$ cat config.mk
export PLATFORM = sky130hd
export DESIGN_NAME = rms_row_normalizer
export DESIGN_NICKNAME = d
export VERILOG_FILES = /design/src/rtl/rrn_pkg.sv /design/src/rtl/rrn_front.sv /design/src/rtl/rrn_factor.sv /design/src/rtl/rrn_back.sv /design/src/rtl/rms_row_normalizer.sv
export SDC_FILE = /design/constraint.sdc
export NUM_CORES = 2
export LEC_CHECK = 0
export BUFFER_PORTS_ARGS = -buffer_cell sky130_fd_sc_hd__buf_2
export CAP_MARGIN = 15
export CORE_MARGIN = 8
export CORE_UTILIZATION = 50
export DETAILED_ROUTE_END_ITERATION = 8
export GPL_TIMING_DRIVEN = 0
export PLACE_DENSITY_LB_ADDON = 0.25
export SLEW_MARGIN = 20
export SYNTH_ARGS = -nofsm -noshare
export SYNTH_HDL_FRONTEND = slang
export SYNTH_SLANG_ARGS = --single-unit
$ cat constraint.sdc
create_clock -name clk_i -period 13.2 [get_ports clk_i]
set_input_delay 2.64 -clock clk_i [delete_from_list [all_inputs] [get_ports clk_i]]
set_output_delay 2.64 -clock clk_i [all_outputs]
set_load 0.02 [all_outputs]
$ cat src/rtl/rrn_pkg.sv
// ----------------------------------------------------------------------------
// rrn_pkg: shared types and constants of the RMS row normalizer
// Holds the payload structs, the inter-module control structs, the state
// enums and the fixed sizes used by every module of the block.
// ----------------------------------------------------------------------------
`default_nettype none

package rrn_pkg;

  localparam int unsigned ROW_MAX     = 4096;
  localparam int unsigned CNT_W       = $clog2(ROW_MAX + 1);
  localparam int unsigned SUM_W       = 48;
  localparam int unsigned FACTOR_W    = 32;
  localparam int unsigned EPS_W       = 16;
  localparam logic [EPS_W-1:0] EPS_RESET = 16'd1;

  // Shared divider: 49-bit dividend (2^48 at most) and divisor.
  localparam int unsigned DIV_W       = 49;
  localparam int unsigned DIV_STEPS   = DIV_W;
  localparam int unsigned ROOT_W      = DIV_W + 1;
  localparam int unsigned SQRT_STEPS  = (DIV_W + 1) / 2;
  localparam int unsigned STEP_W      = $clog2(DIV_STEPS);

  localparam int unsigned QUEUE_DEPTH = 4;
  localparam int unsigned QPTR_W      = $clog2(QUEUE_DEPTH);
  localparam int unsigned QCNT_W      = $clog2(QUEUE_DEPTH + 1);

  typedef enum logic {
    CMD_ACCUMULATE = 1'b0,
    CMD_NORMALIZE  = 1'b1
  } cmd_e;

  typedef struct packed {
    logic               cmd;
    logic signed [15:0] sample;
    logic signed [15:0] gain;
    logic               row_end;
  } in_item_t;

  typedef struct packed {
    logic signed [15:0] normalized;
    logic               row_done;
  } out_item_t;

  typedef struct packed {
    logic             start;
    logic [SUM_W-1:0] sum;
    logic [CNT_W-1:0] count;
  } fct_req_t;

  typedef struct packed {
    logic                busy;
    logic                done;
    logic [FACTOR_W-1:0] factor;
  } fct_rsp_t;

  typedef enum logic [1:0] {
    F_IDLE,
    F_MEAN,
    F_RECIP,
    F_SQRT
  } fct_state_e;

  typedef enum logic [1:0] {
    B_IDLE,
    B_WAIT_F,
    B_MUL2,
    B_OUT
  } back_state_e;

endpackage

`default_nettype wire

$ cat src/rtl/rrn_front.sv
// ----------------------------------------------------------------------------
// rrn_front: input stage and item queue
// Takes command transfers and holds them in a short queue until the back
// end is free to carry them out.
// ----------------------------------------------------------------------------
`default_nettype none

module rrn_front (
  input  wire logic              clk_i,
  input  wire logic              rst_ni,
  input  wire logic              push_i,
  input  wire rrn_pkg::in_item_t item_i,
  output      logic              full_o,
  output      logic              valid_o,
  output      rrn_pkg::in_item_t item_o,
  input  wire logic              pop_i
);
  import rrn_pkg::*;

  in_item_t          slot_q [QUEUE_DEPTH];
  logic [QPTR_W-1:0] wptr_q, wptr_d, rptr_q, rptr_d;
  logic [QCNT_W-1:0] cnt_q, cnt_d;
  logic              do_push, do_pop;

  assign full_o  = (cnt_q == QCNT_W'(QUEUE_DEPTH));
  assign valid_o = (cnt_q != '0);
  assign item_o  = slot_q[rptr_q];
  assign do_push = push_i && !full_o;
  assign do_pop  = pop_i && valid_o;

  always_comb begin
    wptr_d = do_push ? wptr_q + QPTR_W'(1) : wptr_q;
    rptr_d = do_pop ? rptr_q + QPTR_W'(1) : rptr_q;
    cnt_d  = cnt_q + QCNT_W'(do_push) - QCNT_W'(do_pop);
  end

  always_ff @(posedge clk_i or negedge rst_ni) begin
    if (!rst_ni) begin
      wptr_q <= '0;
      rptr_q <= '0;
      cnt_q  <= '0;
    end else begin
      wptr_q <= wptr_d;
      rptr_q <= rptr_d;
      cnt_q  <= cnt_d;
    end
  end

  always_ff @(posedge clk_i) begin
    if (do_push) begin
      slot_q[wptr_q] <= item_i;
    end
  end

endmodule

`default_nettype wire

$ cat src/rtl/rrn_factor.sv
// ----------------------------------------------------------------------------
// rrn_factor: inverse square root sequencer
// Forms floor(sqrt(floor(2^48 / (sum/count + epsilon)))) with one shared
// restoring divider (one quotient bit a cycle) and a bit-serial square root.
// ----------------------------------------------------------------------------
`default_nettype none

module rrn_factor (
  input  wire logic                        clk_i,
  input  wire logic                        rst_ni,
  input  wire logic [rrn_pkg::EPS_W-1:0]   eps_i,
  input  wire rrn_pkg::fct_req_t           req_i,
  output      rrn_pkg::fct_rsp_t           rsp_o
);
  import rrn_pkg::*;

  fct_state_e          state_q, state_d;
  logic [STEP_W-1:0]   step_q, step_d;
  logic [DIV_W-1:0]    dvd_q, dvd_d, dsr_q, dsr_d;
  logic [DIV_W:0]      rem_q, rem_d;
  logic [DIV_W-1:0]    x_q, x_d, bit_q, bit_d;
  logic [ROOT_W-1:0]   root_q, root_d;
  logic [FACTOR_W-1:0] factor_q, factor_d;
  logic                done_q, done_d;

  logic [DIV_W:0]      rem_sh;
  logic                div_ge;
  logic [DIV_W-1:0]    quot;
  logic [DIV_W:0]      ms;
  logic [ROOT_W-1:0]   trial;
  logic                sq_ge;
  logic                div_last, sqrt_last;

  assign rem_sh    = {rem_q[DIV_W-1:0], dvd_q[DIV_W-1]};
  assign div_ge    = rem_sh >= {1'b0, dsr_q};
  assign quot      = {dvd_q[DIV_W-2:0], div_ge};
  assign ms        = {1'b0, quot} + (DIV_W+1)'(eps_i);
  assign trial     = root_q + ROOT_W'(bit_q);
  assign sq_ge     = ROOT_W'(x_q) >= trial;
  assign div_last  = (step_q == STEP_W'(DIV_STEPS - 1));
  assign sqrt_last = (step_q == STEP_W'(SQRT_STEPS - 1));

  // Next state.
  always_comb begin
    state_d = state_q;
    unique case (state_q)
      F_IDLE:  if (req_i.start) state_d = F_MEAN;
      F_MEAN:  if (div_last) state_d = (ms == '0) ? F_IDLE : F_RECIP;
      F_RECIP: if (div_last) state_d = F_SQRT;
      F_SQRT:  if (sqrt_last) state_d = F_IDLE;
      default: state_d = F_IDLE;
    endcase
  end

  // Datapath.
  always_comb begin
    step_d   = step_q + STEP_W'(1);
    dvd_d    = dvd_q;
    dsr_d    = dsr_q;
    rem_d    = rem_q;
    x_d      = x_q;
    bit_d    = bit_q;
    root_d   = root_q;
    factor_d = factor_q;
    done_d   = 1'b0;
    unique case (state_q)
      F_IDLE: begin
        step_d = '0;
        rem_d  = '0;
        if (req_i.count == '0) begin
          // An empty row divides as a zero mean.
          dvd_d = '0;
          dsr_d = DIV_W'(1);
        end else begin
          dvd_d = DIV_W'(req_i.sum);
          dsr_d = DIV_W'(req_i.count);
        end
      end
      F_MEAN, F_RECIP: begin
        rem_d = div_ge ? rem_sh - {1'b0, dsr_q} : rem_sh;
        dvd_d = quot;
        if (div_last) begin
          step_d = '0;
          rem_d  = '0;
          if (state_q == F_MEAN) begin
            dvd_d = DIV_W'(1) << (DIV_W - 1);
            dsr_d = ms[DIV_W-1:0];
            if (ms == '0) begin
              factor_d = '1;
              done_d   = 1'b1;
            end
          end else begin
            x_d    = quot;
            root_d = '0;
            bit_d  = DIV_W'(1) << (DIV_W - 1);
          end
        end
      end
      F_SQRT: begin
        x_d    = sq_ge ? DIV_W'(ROOT_W'(x_q) - trial) : x_q;
        root_d = sq_ge ? (root_q >> 1) + ROOT_W'(bit_q) : root_q >> 1;
        bit_d  = bit_q >> 2;
        if (sqrt_last) begin
          factor_d = root_d[FACTOR_W-1:0];
          done_d   = 1'b1;
        end
      end
      default: ;
    endcase
  end

  always_ff @(posedge clk_i or negedge rst_ni) begin
    if (!rst_ni) begin
      state_q <= F_IDLE;
      done_q  <= 1'b0;
    end else begin
      state_q <= state_d;
      done_q  <= done_d;
    end
  end

  always_ff @(posedge clk_i) begin
    step_q   <= step_d;
    dvd_q    <= dvd_d;
    dsr_q    <= dsr_d;
    rem_q    <= rem_d;
    x_q      <= x_d;
    bit_q    <= bit_d;
    root_q   <= root_d;
    factor_q <= factor_d;
  end

  assign rsp_o.busy   = (state_q != F_IDLE) || done_q;
  assign rsp_o.done   = done_q;
  assign rsp_o.factor = factor_q;

endmodule

`default_nettype wire

$ cat src/rtl/rrn_back.sv
// ----------------------------------------------------------------------------
// rrn_back: execution stage
// Pops queued items, accumulates squares, hands row ends to the factor unit
// and scales normalize items through two registered multiplies.
// ----------------------------------------------------------------------------
`default_nettype none

module rrn_back (
  input  wire logic                clk_i,
  input  wire logic                rst_ni,
  input  wire logic                valid_i,
  input  wire rrn_pkg::in_item_t   item_i,
  output      logic                pop_o,
  output      rrn_pkg::fct_req_t   fct_req_o,
  input  wire rrn_pkg::fct_rsp_t   fct_rsp_i,
  output      logic                done_o,
  output      rrn_pkg::out_item_t  result_o
);
  import rrn_pkg::*;

  back_state_e         state_q, state_d;
  logic [SUM_W-1:0]    sum_q, sum_d;
  logic [CNT_W-1:0]    cnt_q, cnt_d;
  logic [FACTOR_W-1:0] factor_q;
  logic [47:0]         p1_q;
  logic [63:0]         p2_q;
  logic [15:0]         mg_q;
  logic                neg_q, last_q;
  out_item_t           res_q, res_d;
  logic                done_q;

  logic                take;
  logic [15:0]         ms_abs, mg_abs;
  logic [31:0]         sq;
  logic [SUM_W-1:0]    acc_sum;
  logic [CNT_W-1:0]    acc_cnt;
  logic                room;
  logic [34:0]         rnd;

  assign take   = (state_q == B_IDLE) && valid_i && !fct_rsp_i.busy;
  assign ms_abs = item_i.sample[15] ? 16'(-item_i.sample) : item_i.sample;
  assign mg_abs = item_i.gain[15] ? 16'(-item_i.gain) : item_i.gain;
  assign sq     = 32'(ms_abs) * 32'(ms_abs);
  assign room   = (cnt_q < CNT_W'(ROW_MAX));
  assign acc_sum = room ? sum_q + SUM_W'(sq) : sum_q;
  assign acc_cnt = room ? cnt_q + CNT_W'(1) : cnt_q;

  // Next state.
  always_comb begin
    state_d = state_q;
    unique case (state_q)
      B_IDLE: begin
        if (take) begin
          if (item_i.cmd == CMD_NORMALIZE) state_d = B_MUL2;
          else if (item_i.row_end) state_d = B_WAIT_F;
        end
      end
      B_WAIT_F: if (fct_rsp_i.done) state_d = B_IDLE;
      B_MUL2:   state_d = B_OUT;
      B_OUT:    state_d = B_IDLE;
      default:  state_d = B_IDLE;
    endcase
  end

  // Outputs and accumulator updates.
  always_comb begin
    pop_o           = take;
    fct_req_o.start = 1'b0;
    fct_req_o.sum   = acc_sum;
    fct_req_o.count = acc_cnt;
    sum_d           = sum_q;
    cnt_d           = cnt_q;
    if (take && item_i.cmd == CMD_ACCUMULATE) begin
      if (item_i.row_end) begin
        fct_req_o.start = 1'b1;
        sum_d           = '0;
        cnt_d           = '0;
      end else begin
        sum_d = acc_sum;
        cnt_d = acc_cnt;
      end
    end
  end

  // Round half away from zero on the magnitude, then saturate.
  assign rnd = 35'((p2_q + 64'(1 << 29)) >> 30);
  always_comb begin
    res_d.row_done = last_q;
    if (neg_q && p2_q != '0) begin
      res_d.normalized = (rnd > 35'd32768) ? 16'sh8000 : 16'(17'h10000 - 17'(rnd));
    end else begin
      res_d.normalized = (rnd > 35'd32767) ? 16'sh7fff : 16'(rnd);
    end
  end

  always_ff @(posedge clk_i or negedge rst_ni) begin
    if (!rst_ni) begin
      state_q  <= B_IDLE;
      sum_q    <= '0;
      cnt_q    <= '0;
      factor_q <= '0;
      done_q   <= 1'b0;
    end else begin
      state_q <= state_d;
      sum_q   <= sum_d;
      cnt_q   <= cnt_d;
      done_q  <= (state_q == B_OUT);
      if (fct_rsp_i.done) begin
        factor_q <= fct_rsp_i.factor;
      end
    end
  end

  always_ff @(posedge clk_i) begin
    if (take) begin
      p1_q   <= 48'(ms_abs) * 48'(factor_q);
      mg_q   <= mg_abs;
      neg_q  <= item_i.sample[15] ^ item_i.gain[15];
      last_q <= item_i.row_end;
    end
    if (state_q == B_MUL2) begin
      p2_q <= 64'(p1_q) * 64'(mg_q);
    end
    if (state_q == B_OUT) begin
      res_q <= res_d;
    end
  end

  assign done_o   = done_q;
  assign result_o = res_q;

endmodule

`default_nettype wire

$ cat src/rtl/rms_row_normalizer.sv
// ----------------------------------------------------------------------------
// rms_row_normalizer: two-pass RMS normalization of one row
// An item is taken when start is high and busy is low; it enters a
// four-entry queue, so busy rises only when that queue is full. The back
// end takes one accumulate item per cycle while the factor unit is idle.
// A normalize item is popped with the first registered multiply and holds
// the back end through the second multiply and the round and saturate;
// its result shows on result_o in the cycle after that for exactly one
// cycle with done_o high, and the receiver cannot stall it. A row_end
// accumulate item holds the back end while the factor unit runs a 49-step
// division and, if mean+epsilon is nonzero, another and a 25-step root.
// ----------------------------------------------------------------------------
`default_nettype none

module rms_row_normalizer (
  input  wire logic                      clk_i,
  input  wire logic                      rst_ni,
  input  wire logic                      start,
  output      logic                      busy,
  input  wire rrn_pkg::in_item_t         item_i,
  output      logic                      done_o,
  output      rrn_pkg::out_item_t        result_o,
  input  wire logic                      cfg_we_i,
  input  wire logic [rrn_pkg::EPS_W-1:0] cfg_wdata_i
);
  import rrn_pkg::*;

  logic [EPS_W-1:0] eps_q;
  logic             q_valid, q_pop;
  in_item_t         q_item;
  fct_req_t         fct_req;
  fct_rsp_t         fct_rsp;

  always_ff @(posedge clk_i or negedge rst_ni) begin
    if (!rst_ni) begin
      eps_q <= EPS_RESET;
    end else if (cfg_we_i) begin
      eps_q <= cfg_wdata_i;
    end
  end

  rrn_front u_front (
    .clk_i   (clk_i),
    .rst_ni  (rst_ni),
    .push_i  (start),
    .item_i  (item_i),
    .full_o  (busy),
    .valid_o (q_valid),
    .item_o  (q_item),
    .pop_i   (q_pop)
  );

  rrn_factor u_factor (
    .clk_i  (clk_i),
    .rst_ni (rst_ni),
    .eps_i  (eps_q),
    .req_i  (fct_req),
    .rsp_o  (fct_rsp)
  );

  rrn_back u_back (
    .clk_i     (clk_i),
    .rst_ni    (rst_ni),
    .valid_i   (q_valid),
    .item_i    (q_item),
    .pop_o     (q_pop),
    .fct_req_o (fct_req),
    .fct_rsp_i (fct_rsp),
    .done_o    (done_o),
    .result_o  (result_o)
  );

  // A result passes through the B_MUL2 and B_OUT states, so two strobes never touch.
  a_strobe_gap: assert property (@(posedge clk_i) disable iff (!rst_ni)
    done_o |=> !done_o) else $error("result strobes in back-to-back cycles");

  // Nothing leaves the queue while the factor unit works.
  a_no_pop_busy: assert property (@(posedge clk_i) disable iff (!rst_ni)
    fct_rsp.busy |-> !q_pop) else $error("queue popped during factor run");

  // A factor run starts only when the unit is free.
  a_start_free: assert property (@(posedge clk_i) disable iff (!rst_ni)
    fct_req.start |-> !fct_rsp.busy) else $error("factor started while busy");

endmodule

`default_nettype wire

==> metrics.txt <==
Most Frequent Cell on Critical Path fa_1; Synth Flop Type edfxtp_1; commonest non-fill, non-tap cell in the layout inv_1; Final Hold Viols 0; Top Usage Layer GRT met2; Async SR Flop Fraction 17.1%; Worst setup EP type flop; DRT iter0 DRCs 6462; remaining global-route overflow 0; DR DRC count 0; Crit path arrival time 12.82 ns; Final nets 11000; CTS tree yes; synth top area cells fa_1 29%, edfxtp_1 20%, ha_1 7.9%; Longest Clk Path Bufs 3; Yosys top cell area share 29.2%; CP Class flop to flop; Num CTS Buffers 83; Placer Congestion 0.998; Slowest-stage cell, CP xor2_1; Post-Syn Area 0.0863 mm^2; Routed Antenna Nets 0; P&R area growth vs syn 7.86%; H-tree depth 3; status complete, no violations; maximum number of pins on one net before global-route repair 80; critical path required time 13.66 ns; footprint of the multi-input gates 0.0587 mm^2; Post-Synthesis Cells 8916; Setup WS post-layout 0.839 ns; synthesis warning total 0; Max Clk Rate 80.9 MHz; die area 0.186 mm^2; via/cell ratio 5.74; IO Pins 73; wire per inst 23.3 um; vias in the first global route 67800; Post-DP HPWL 217 mm; Slew HR 15.9%; post-route clock period utilization 93.6%; Die H 431 um; Final Setup Violations 0; total global-route track usage 28.7%; drt first pass iters 6; met3 usage 7.20%; # hold bufs at CTS 0; share of layout cells above drive strength 1 5.04%; Avg Cell Area, Syn 9.68 um^2; M2 GR Usage 43.7%; Initial Utilization 50.3%; CP Launch Type flop; Post-synth EDFFs 586; clock root buffer clkbuf_16; initial antenna violation count 10; area of the core 0.172 mm^2; first-pass GRT wire length 409 mm; dpl ws 1.00 ns; Yosys reg bits 714; Max Fanout on Critical Path 10; # rows 152; commonest cells after routing, fill and taps aside 1464 x inv_1, 1325 x nand2_1, 1259 x fa_1, 586 x edfxtp_1, 547 x ha_1; met1 GRT Util 39.4%; FF+latch area 0.0208 mm^2; Slew @ Worst Pin 1.26 ns; Synth cell types 102; final clock skew 0.0406 ns; routed via count 66000; postcts setup bufs 0; Clock Latency Late Sink 0.73 ns; Sink Count 714; Max Cap Viol 0; Fillers 15500; Final Critical Period 12.36 ns; # resized after CTS 0; Seq/Total Area, Yosys 24.1%; die width 431 um; largest area contributor in the netlist fa_1; Clock transition at path regs 0.06 ns; PortBufs 71; Max Slew Vio Count 0; Hold Path Class flop to flop; total wire length 269 mm; unrepaired setup endpoints after global routing false; Max stage delay on crit path 0.97 ns
-- cells in the mapped netlist (65+ instances only) --
library cell,count
clkbuf_1,325
dfrtp_1,121
inv_1,1464
mux2_2,87
and2_1,485
nand2_1,1325
xor2_1,184
nand3_1,97
nand4_1,67
fa_1,1259
nor2b_1,65
ha_1,547
a21oi_1,319
a21o_1,140
o21ai_0,288
edfxtp_1,586
xnor2_1,249
nor2_1,419
-- metrics by stage --
| stage | area (um^2) | util (%) | hold slack [ns] | setup TNS [ns] | cells |
|---|---|---|---|---|---|
| 6_report | 93100 | 54.3 | 0.474 | 0 | 11500 |
| 5_1_grt | 93100 | 54.2 | 0.497 | 0 | 11500 |
| 4_1_cts | 93100 | 54.2 | 0.479 | 0 | 11500 |
| 3_5_place_dp | 90200 | 52.6 | 0.463 | 0 | 11300 |
| 3_3_place_gp | 89600 | 52.2 | 0.442 | -234.51 | 11300 |
| 2_1_floorplan | 86300 | - | 0.400 | 0 | 8925 |
-- worst max-delay path: cells and delay by family, from the launching register on --
family,cells,cell delay (ns)
buf+inv,10,3.53
xor+xnor,2,1.20
simple gates,6,1.10
flops,1,0.32
compound gates,7,2.01
fa+ha+maj,7,3.38
mux,1,0.53
-- layer usage --
layer  wire length (um)  up-vias
li1                   -    29100
met1             111000    33400
met2             118000     2886
met3              27000      588
met4              12300        4
met5                 26        -
-- cell type report --
cell class	instances	area share, %
antenna	6	0.0161
inverter	1471	5.93
buffer	368	1.55
timing repair buffer	114	0.983
clock buffer	97	2.31
clock inverter	57	0.708
sequential	714	22.3
tap	2310	3.11
multi-input combinational	6372	63.1
-- path summary, 6_finish.rpt --
path / slack (ns) / to / from / cells past startpoint
min in group asynchronous: 1.81 / u_front.rptr_q[0] / rst_ni / 1
hold reg to reg: 0.47 / u_back.factor_q[24] / u_factor.factor_q[24] / 1
max in group asynchronous: 10.52 / u_back.cnt_q[6] / rst_ni / 2
setup / recovery: 0.84 / u_factor.dvd_q[41] / u_front.rptr_q[1] / 33
hold / removal: 0.47 / u_back.factor_q[24] / u_factor.factor_q[24] / 1
setup reg to reg: 0.84 / u_factor.dvd_q[41] / u_front.rptr_q[1] / 33
-- sequential cells by signal, indices dropped and copies added, names as in the netlist, 17 cells and up, named ones only --
signal,flops
u_back.factor_q,32
u_back.p1_q,48
u_back.p2_q,64
u_back.result_o,17
u_back.sum_q,48
u_factor.bit_q,25
u_factor.dsr_q,49
u_factor.dvd_q,49
u_factor.factor_q,32
u_factor.rem_q,49
u_factor.root_q,50
u_factor.x_q,49
u_front.slot_q,136
-- cells by family after synthesis --
group | count (synthesis) | synth area share [%]
XOR/XNOR | 434 | 4.41
other | 2 | 0.00870
AND/OR/NAND/NOR | 2745 | 14.8
flip-flops | 714 | 24.1
adder cells (fa/ha/maj) | 1806 | 37.1
buffers and inverters | 1839 | 8.06
AO/OA/AOI/OAI | 1196 | 8.81
multiplexers | 180 | 2.68
Power is not shown: default switching activity piles up to over one toggle a cycle in this logic, so the estimate is an artifact.
